--- src/design/offense_lockout_table_unit_defines.svh ---
// Assertion macros for the offense lockout table unit
`ifndef OFFENSE_LOCKOUT_TABLE_UNIT_DEFINES_SVH
`define OFFENSE_LOCKOUT_TABLE_UNIT_DEFINES_SVH
// implication checked on every rising clock edge outside reset
`define OLT_ASSERT_IMP(label, clk, rst_n, ante, cons) \
  label: assert property (@(posedge clk) disable iff (!rst_n) (ante) |-> (cons)) \
    else $error("assertion failed");
// next-cycle implication
`define OLT_ASSERT_NXT(label, clk, rst_n, ante, cons) \
  label: assert property (@(posedge clk) disable iff (!rst_n) (ante) |=> (cons)) \
    else $error("assertion failed");
`endif

--- src/design/olt_pkg.sv ---
// Package: types, constants and codes for the offense lockout table unit
package olt_pkg;
  localparam int unsigned Entries = 16;
  localparam int unsigned IdxW = $clog2(Entries);
  localparam int unsigned KeyW = 48;
  localparam int unsigned TimeW = 32;
  localparam logic [TimeW-1:0] TimeMax = '1;
  localparam logic [7:0] CountMax = 8'hFF;
  localparam logic [7:0] LimitReset = 8'd3;
  localparam logic [15:0] LockoutReset = 16'd60;
  localparam logic [15:0] IntervalReset = 16'd20;

  localparam logic [1:0] ModeCheck = 2'd0;
  localparam logic [1:0] ModeOffense = 2'd1;
  localparam logic [1:0] ModeTick = 2'd2;

  localparam logic [1:0] RegLimit = 2'd0;
  localparam logic [1:0] RegLockout = 2'd1;
  localparam logic [1:0] RegInterval = 2'd2;

  typedef struct packed {
    logic [1:0]      mode;
    logic [KeyW-1:0] peer_address;
  } in_item_t;

  typedef struct packed {
    logic allowed;
    logic table_full;
  } out_item_t;

  typedef enum logic [2:0] {
    StIdle,
    StSweep,
    StScan,
    StUpdate,
    StOut
  } state_e;

  typedef struct packed {
    logic load;
    logic sweep_start;
    logic sweep_step;
    logic scan_clear;
    logic scan_step;
    logic update;
    logic tick;
  } cmd_t;

  typedef struct packed {
    logic sweep_due;
    logic idx_last;
  } stat_t;

  function automatic logic [TimeW-1:0] sat_add(logic [TimeW-1:0] a, logic [TimeW-1:0] b);
    logic [TimeW:0] s;
    s = {1'b0, a} + {1'b0, b};
    return s[TimeW] ? TimeMax : s[TimeW-1:0];
  endfunction
endpackage

--- src/design/offense_lockout_table_unit.sv ---
// Top level of the offense lockout table unit
// Usage:
//   Input channel in_valid_i/in_stall_o carries one item {mode, peer_address}.
//   mode check: runs the periodic sweep if due, then reports whether blocked.
//   mode offense: records an offense, may block or flag table_full.
//   mode tick: advances the seconds clock by one (saturating).
//   Output channel out_valid_o/out_stall_i returns one {allowed, table_full}.
// Steps per item: tick and the unused mode 3 go straight to output; offense
//   walks the 16-entry scan, then update, then output; check first runs the
//   sweep walk if one is due, then the same scan, update and output. The earliest
//   next accept comes in the cycle after the result transfers. Each walk visits one table entry per cycle.
// One item is in flight; in_stall_o stays high until its result transfers.
// A stalled result holds on out_item_o until out_stall_i drops.
// Reset clears the table, the clock and the sweep deadline, and loads
//   registers offense_limit 3, block duration 60, sweep_interval 20.
// Registers over APB at byte offsets 0, 4, 8; pready is always high.
`include "offense_lockout_table_unit_defines.svh"
module offense_lockout_table_unit (
  input  logic               clk_i,
  input  logic               rst_ni,
  input  logic               in_valid_i,
  output logic               in_stall_o,
  input  olt_pkg::in_item_t  in_item_i,
  output logic               out_valid_o,
  input  logic               out_stall_i,
  output olt_pkg::out_item_t out_item_o,
  input  logic               psel,
  input  logic               penable,
  input  logic               pwrite,
  input  logic [3:0]         paddr,
  input  logic [31:0]        pwdata,
  output logic [31:0]        prdata,
  output logic               pready
);
  logic [7:0]     limit_q;
  logic [15:0]    lockout_q, interval_q;
  olt_pkg::cmd_t  cmd;
  olt_pkg::stat_t stat;
  logic [1:0]     reg_idx;

  assign pready = 1'b1;
  assign reg_idx = paddr[3:2];

  always_ff @(posedge clk_i or negedge rst_ni) begin
    if (!rst_ni) begin
      limit_q <= olt_pkg::LimitReset;
      lockout_q <= olt_pkg::LockoutReset;
      interval_q <= olt_pkg::IntervalReset;
    end else if (psel && penable && pwrite) begin
      case (reg_idx)
        olt_pkg::RegLimit:    limit_q <= pwdata[7:0];
        olt_pkg::RegLockout:  lockout_q <= pwdata[15:0];
        olt_pkg::RegInterval: interval_q <= pwdata[15:0];
        default: ;
      endcase
    end
  end

  always_comb begin
    case (reg_idx)
      olt_pkg::RegLimit:    prdata = {24'd0, limit_q};
      olt_pkg::RegLockout:  prdata = {16'd0, lockout_q};
      olt_pkg::RegInterval: prdata = {16'd0, interval_q};
      default:              prdata = '0;
    endcase
  end

  olt_ctrl u_ctrl (
    .clk_i, .rst_ni, .in_valid_i, .in_stall_o,
    .mode_i(in_item_i.mode), .stat_i(stat), .cmd_o(cmd),
    .out_valid_o, .out_stall_i
  );

  olt_datapath u_dp (
    .clk_i, .rst_ni, .cmd_i(cmd), .stat_o(stat), .in_item_i,
    .limit_i(limit_q), .lockout_i(lockout_q), .interval_i(interval_q),
    .out_item_o
  );

  `OLT_ASSERT_IMP(a_no_accept_while_out, clk_i, rst_ni, out_valid_o, in_stall_o)
  `OLT_ASSERT_IMP(a_full_allowed, clk_i, rst_ni, out_valid_o && out_item_o.table_full, out_item_o.allowed)
  `OLT_ASSERT_NXT(a_accept_busy, clk_i, rst_ni, in_valid_i && !in_stall_o, in_stall_o)
endmodule

--- src/design/olt_ctrl.sv ---
// Controller state machine for the offense lockout table unit
module olt_ctrl (
  input  logic           clk_i,
  input  logic           rst_ni,
  input  logic           in_valid_i,
  output logic           in_stall_o,
  input  logic [1:0]     mode_i,
  input  olt_pkg::stat_t stat_i,
  output olt_pkg::cmd_t  cmd_o,
  output logic           out_valid_o,
  input  logic           out_stall_i
);
  olt_pkg::state_e state_q, state_d;

  always_ff @(posedge clk_i or negedge rst_ni) begin
    if (!rst_ni) begin
      state_q <= olt_pkg::StIdle;
    end else begin
      state_q <= state_d;
    end
  end

  always_comb begin
    state_d = state_q;
    cmd_o = '0;
    in_stall_o = 1'b1;
    out_valid_o = 1'b0;
    case (state_q)
      olt_pkg::StIdle: begin
        in_stall_o = 1'b0;
        if (in_valid_i) begin
          cmd_o.load = 1'b1;
          cmd_o.scan_clear = 1'b1;
          state_d = olt_pkg::StScan;
          if (mode_i == olt_pkg::ModeCheck) begin
            cmd_o.sweep_start = 1'b1;
            state_d = olt_pkg::StSweep;
          end else if (mode_i != olt_pkg::ModeOffense) begin
            cmd_o.tick = (mode_i == olt_pkg::ModeTick);
            state_d = olt_pkg::StOut;
          end
        end
      end
      olt_pkg::StSweep: begin
        if (!stat_i.sweep_due) begin
          state_d = olt_pkg::StScan;
        end else begin
          cmd_o.sweep_step = 1'b1;
          if (stat_i.idx_last) state_d = olt_pkg::StScan;
        end
      end
      olt_pkg::StScan: begin
        cmd_o.scan_step = 1'b1;
        if (stat_i.idx_last) state_d = olt_pkg::StUpdate;
      end
      olt_pkg::StUpdate: begin
        cmd_o.update = 1'b1;
        state_d = olt_pkg::StOut;
      end
      olt_pkg::StOut: begin
        out_valid_o = 1'b1;
        if (!out_stall_i) state_d = olt_pkg::StIdle;
      end
      default: state_d = olt_pkg::StIdle;
    endcase
  end
endmodule

--- src/design/olt_datapath.sv ---
// Datapath: entry table, clocks, sweep and lookup walk for the lockout table
module olt_datapath (
  input  logic              clk_i,
  input  logic              rst_ni,
  input  olt_pkg::cmd_t     cmd_i,
  output olt_pkg::stat_t    stat_o,
  input  olt_pkg::in_item_t in_item_i,
  input  logic [7:0]        limit_i,
  input  logic [15:0]       lockout_i,
  input  logic [15:0]       interval_i,
  output olt_pkg::out_item_t out_item_o
);
  logic [olt_pkg::Entries-1:0] valid_q, valid_d, blocked_q, blocked_d;
  logic [olt_pkg::KeyW-1:0]  key_q [olt_pkg::Entries];
  logic [7:0]                cnt_q [olt_pkg::Entries];
  logic [olt_pkg::TimeW-1:0] tim_q [olt_pkg::Entries];
  logic [olt_pkg::TimeW-1:0] clock_q, next_sweep_q;
  logic [olt_pkg::IdxW-1:0]  idx_q;
  logic [1:0]                mode_q;
  logic [olt_pkg::KeyW-1:0]  addr_q;
  logic                      hit_q, free_q;
  logic [olt_pkg::IdxW-1:0]  hit_idx_q, free_idx_q;
  logic                      allowed_q, full_q;
  logic [olt_pkg::TimeW:0]   stale_sum;
  logic                      drop;
  logic [7:0]                cnt_inc;
  logic                      sweep_due_now;
  logic                      sweep_act_q;

  // deadline test is taken once at sweep start, before the deadline moves
  assign sweep_due_now = (clock_q >= next_sweep_q);
  assign stat_o.sweep_due = sweep_act_q;
  assign stat_o.idx_last = (idx_q == olt_pkg::IdxW'(olt_pkg::Entries - 1));
  assign out_item_o.allowed = allowed_q;
  assign out_item_o.table_full = full_q;

  assign stale_sum = {1'b0, tim_q[idx_q]} + {17'd0, lockout_i};
  assign drop = blocked_q[idx_q] ? (tim_q[idx_q] < clock_q)
                                 : (stale_sum < {1'b0, clock_q});
  assign cnt_inc = (cnt_q[hit_idx_q] == olt_pkg::CountMax) ? cnt_q[hit_idx_q]
                                                           : cnt_q[hit_idx_q] + 8'd1;

  always_comb begin
    valid_d = valid_q;
    blocked_d = blocked_q;
    if (cmd_i.sweep_step && drop) valid_d[idx_q] = 1'b0;
    if (cmd_i.update && mode_q == olt_pkg::ModeOffense) begin
      if (hit_q) begin
        if (!blocked_q[hit_idx_q] && cnt_inc >= limit_i) blocked_d[hit_idx_q] = 1'b1;
      end else if (free_q) begin
        valid_d[free_idx_q] = 1'b1;
        blocked_d[free_idx_q] = 1'b0;
      end
    end
  end

  always_ff @(posedge clk_i or negedge rst_ni) begin
    if (!rst_ni) begin
      valid_q <= '0;
      blocked_q <= '0;
      clock_q <= '0;
      next_sweep_q <= '0;
      idx_q <= '0;
      sweep_act_q <= 1'b0;
    end else begin
      valid_q <= valid_d;
      blocked_q <= blocked_d;
      if (cmd_i.tick) clock_q <= olt_pkg::sat_add(clock_q, 32'd1);
      if (cmd_i.sweep_start) sweep_act_q <= sweep_due_now;
      if (cmd_i.sweep_start && sweep_due_now)
        next_sweep_q <= olt_pkg::sat_add(clock_q, {16'd0, interval_i});
      if (cmd_i.scan_clear) idx_q <= '0;
      else if (cmd_i.sweep_step || cmd_i.scan_step) idx_q <= idx_q + 1'b1;
    end
  end

  always_ff @(posedge clk_i) begin
    if (cmd_i.load) begin
      mode_q <= in_item_i.mode;
      addr_q <= in_item_i.peer_address;
      hit_q <= 1'b0;
      free_q <= 1'b0;
      allowed_q <= 1'b1;
      full_q <= 1'b0;
    end
    if (cmd_i.scan_step) begin
      if (valid_q[idx_q] && key_q[idx_q] == addr_q && !hit_q) begin
        hit_q <= 1'b1;
        hit_idx_q <= idx_q;
        if (blocked_q[idx_q]) allowed_q <= 1'b0;
      end
      if (!valid_q[idx_q] && !free_q) begin
        free_q <= 1'b1;
        free_idx_q <= idx_q;
      end
    end
    if (cmd_i.update && mode_q == olt_pkg::ModeOffense) begin
      if (hit_q) begin
        if (!blocked_q[hit_idx_q]) begin
          cnt_q[hit_idx_q] <= cnt_inc;
          if (cnt_inc >= limit_i) begin
            tim_q[hit_idx_q] <= olt_pkg::sat_add(clock_q, {16'd0, lockout_i});
            allowed_q <= 1'b0;
          end else begin
            tim_q[hit_idx_q] <= clock_q;
          end
        end
      end else if (free_q) begin
        key_q[free_idx_q] <= addr_q;
        cnt_q[free_idx_q] <= 8'd1;
        tim_q[free_idx_q] <= clock_q;
      end else begin
        full_q <= 1'b1;
      end
    end
  end
endmodule

--- config.mk ---
export PLATFORM = sky130hd
export DESIGN_NAME = offense_lockout_table_unit
export DESIGN_NICKNAME = d
export VERILOG_FILES = /design/src/design/olt_pkg.sv /design/src/design/offense_lockout_table_unit.sv /design/src/design/olt_ctrl.sv /design/src/design/olt_datapath.sv
export VERILOG_INCLUDE_DIRS = /design/src /design/src/design
export SDC_FILE = /design/constraint.sdc
export NUM_CORES = 2
export LEC_CHECK = 0
export BUFFER_PORTS_ARGS = -buffer_cell sky130_fd_sc_hd__clkbuf_2
export CAP_MARGIN = 20
export CORE_AREA = 2 2 484 486
export DETAILED_ROUTE_END_ITERATION = 10
export DIE_AREA = 0 0 486 488
export RECOVER_POWER = 100
export SETUP_SLACK_MARGIN = 0.3
export SYNTH_ARGS = -nofsm -noshare
export SYNTH_HDL_FRONTEND = slang
export SYNTH_SLANG_ARGS = --single-unit
--- constraint.sdc ---
create_clock -name clk_i -period 17.8 [get_ports clk_i]
set_input_delay 0.89 -clock clk_i [delete_from_list [all_inputs] [get_ports clk_i]]
set_output_delay 0.89 -clock clk_i [all_outputs]
set_load 0.01 [all_outputs]
==> metrics.md <==
| Metric | Value |
|---|---|
| Reg power frac | 45.0% |
| Worst endpoint data arrival time | 12.52 ns |
| Clk_skew | 0.0425 ns |
| Skew-Pair Late Insertion Delay | 0.80 ns |
| Routed len/inst | 23.6 um |
| Hold crit path type | input port to flop |
| DRC | 0 |
| Kind of critical path | flop to flop |
| R2R cell count | 12 |
| Synth Register Bits | 1618 |
| Initial Utilization | 29.9% |
| Ys async rst share | 8.90% |
| Seq/Total Area, Yosys | 69.0% |
| H-tree depth | 4 |
| Die Height | 488 um |
| CTS tree | done |
| Area contributors post-synth | edfxtp_1, mux4_2, dfrtp_1 |
| Cell row count | 177 |
| CP startpoint kind | flop |
| Post-place instance area | 0.0737 mm2 |
| CTS max path bufs | 3 |
| Lkg Pwr | 25.6 nW |
| Syn Area/Cell | 17.8 um2 |
| Global-route wire length before repair | 251 mm |
| RSZ-0062 raised after global routing | no |
| Worst-path maximum fanout | 90 |
| Via count | 36800 |
| Yosys Warn Count | 0 |
| Clk pwr share | 31.4% |
| Max VDD drop | 0.0000934 V |
| Nets | 4350 |
| Num ports | 130 |
| Fmax | 84.3 MHz |
| Final min period | 11.86 ns |
| Max-slew headroom | -264% |
| Main synth FF type | edfxtp_1 |
| Failing checks | max-capacitance violations, max-slew violations |
| Area of the mapped netlist | 0.0693 mm2 |
| Worst-Margin Slew | 5.46 ns |
| Worst r2r src | u_dp.idx_q[1]$_DFFE_PN0P_ |
| Fillers | 21900 |
| CTS clk-pin slew, worst paths | 0.07 ns |
| GP Congestion | 0.836 |
| Initial antenna violation count | 6 |
| Total Die Area | 0.237 mm2 |
| Ratio of cells with drive above 1 in the final layout | 17.9% |
| Synth-to-Final Area Change | 12.8% |
| Tcrit/Tclk final | 66.6% |
| Setup crit start | u_dp.idx_q[1]$_DFFE_PN0P_ |
| GRT overflow | 0 |
| Vias in the first global route | 37100 |
| Pwr/cell area | 134 mW/mm2 |
| Via-per-instance ratio | 5.06 |
| Post-cts sizing count | 0 |
| Worst Path Required | 18.46 ns |
| TritonRoute pass-1 iters | 5 |
| Final Cell Area | 0.0782 mm2 |
| Most frequent cells in the layout | edfxtp_1, mux4_2, nand2_1, clkbuf_1, clkbuf_16 |
| Cells after Synth | 3902 |
| Psw | 3.09 mW |
| Port bufs | 94 |
| Clock sink count | 1618 |
| Synth area leader | edfxtp_1 |
| Final ANT Viol Nets | 0 |
| Largest net degree at the start of global routing | 91 |
| Setup-failing EPs final | 0 |
| Post-synth EDFFs | 1466 |
| Worst reg2reg setup slack | 5.94 ns |
| Hold buffers post-CTS | 0 |
| DP HPWL | 101 mm |
| Max Cap Viol | 60 |
| Hold Vio Cnt, Final | 0 |
| Synth cell types | 95 |
| CTS Root Cell | clkbuf_16 |
| Die Wd | 486 um |
| Critical Path End Type | flop |
| CTS Buf Count | 160 |
| Logic gate share of total power | 23.5% |
| Outcome | finished with violations |
| GRT Resource Usage Total | 14.2% |
| Post CTS Setup Buffer Count | 0 |
| CORE AREA | 0.232 mm2 |
| TNS Setup | 0 ns |
| Most common cell after layout, fill and taps aside | edfxtp_1 |
| Final Core Density | 33.7% |
| Max Transition Viols Final | 2112 |
| DRT iter0 DRCs | 3127 |
| Sw Share | 29.6% |
| Synth top area share | 63.5% |
| WL final | 171 mm |
| Internal power | 7.35 mW |
[per-layer routing]
layer	GRT usage, %	up-vias	wire length (um)	part of all wire (%)
li1	-	16000	-	-
met1	19.7	19300	75400	44
met2	23.1	1215	81600	48
met3	2.59	235	10600	6.2
met4	3.29	6	3620	2.1
met5	0	-	34	0.020
[cell families (layout without fill, tap and decap cells)]
| family | count (synthesis) | after routing | synth area share, % |
|---|---|---|---|
| XOR/XNOR | 131 | 131 | 1.66 |
| buffers and inverters | 308 | 611 | 2.18 |
| AO/OA/AOI/OAI | 546 | 546 | 5.19 |
| multiplexers | 530 | 530 | 14.8 |
| adder cells (fa/ha/maj) | 159 | 159 | 2.90 |
| flip-flops | 1618 | 1618 | 69.0 |
| AND/OR/NAND/NOR | 608 | 608 | 4.29 |
| other | 2 | 19 | 0.0108 |
[per-stage QoR]
| step | worst slack, ns | total power, mW | hold WS [ns] | instances |
|---|---|---|---|---|
| detailed placement | 9.65 | 7.27 | 0.473 | 6972 |
| global placement | 9.62 | 7.23 | 0.456 | 6967 |
| CTS | 9.61 | 10.5 | 0.117 | 7256 |
| floorplan | 10.59 | 6.48 | 0.426 | 3917 |
| finish | 5.94 | 10.4 | 0.271 | 7265 |
| global route | 4.74 | 10.9 | 0.232 | 7263 |
[synthesized netlist by cell type, types with 34 or more instances]
cell type	number
edfxtp_1	1466
mux4_2	373
nand2_1	181
nor2_1	160
ha_1	156
dfrtp_1	136
inv_1	123
a21oi_1	121
o21ai_0	118
xnor2_1	97
mux2i_1	83
clkbuf_1	75
a21o_1	55
mux2_2	55
nor3_1	40
buf_2	38
nand3_1	36
buf_4	35
xor2_1	34
[power groups by stage]
stage	combinational (mW)	clock, mW	sequential, mW
2_1_floorplan	1.84	0	4.64
3_3_place_gp	2.47	0	4.77
3_5_place_dp	2.49	0	4.78
4_1_cts	2.50	3.35	4.70
5_1_grt	2.69	3.50	4.73
6_report	2.46	3.28	4.70
[worst max-delay path: stages (launching register included)]
cell and delay [ns]:
dfrtp_1 2.38, clkbuf_1 2.38, clkbuf_1 2.20, buf_12 0.51, mux2_1 0.43, a21oi_1 0.16, o22ai_1 0.10, o31ai_1 0.66
a41oi_1 0.58, nand4b_1 0.55, nor4b_1 0.47, nand4b_1 0.55, mux2_1 0.56
[worst min-delay path by stage]
| stage | start | end | slack (ns) | cells after the start |
|---|---|---|---|---|
| 2_1_floorplan | u_dp.full_q$_DFF_P_ | u_dp.full_q$_DFF_P_ | 0.43 | 2 |
| 6_report | in_item_i[12] | u_dp.addr_q[12]$_DFFE_PP_ | 0.27 | 1 |
| 5_1_grt | in_item_i[23] | u_dp.addr_q[23]$_DFFE_PP_ | 0.23 | 1 |
| 4_1_cts | rst_ni | lockout_q[11]$_DFFE_PN0P_ | 0.12 | 1 |
| 3_5_place_dp | u_dp.valid_q[13]$_DFF_PN0_ | u_dp.valid_q[13]$_DFF_PN0_ | 0.47 | 1 |
| 3_3_place_gp | u_dp.valid_q[1]$_DFF_PN0_ | u_dp.valid_q[1]$_DFF_PN0_ | 0.46 | 1 |
[flip-flops by register name, summed over array words and instances, names as in the netlist, 32 cells and up, named ones only]
signal / cells
u_dp.addr_q: 48
u_dp.clock_q: 32
u_dp.cnt_q: 128
u_dp.key_q: 768
u_dp.next_sweep_q: 32
u_dp.tim_q: 512
[layout make-up]
cell class / count / area, um2 / share of cell area (%)
diodes: 2 / 5.00 / 0.00640
clock buffers: 214 / 4340 / 5.55
clock inverters: 70 / 706 / 0.903
inverters: 126 / 477 / 0.610
multi-input cells: 1991 / 20100 / 25.7
flip-flops and latches: 1618 / 47800 / 61.1
well taps: 3043 / 3810 / 4.87
repair buffers: 201 / 915 / 1.17
(Power assumes the default switching activity.)
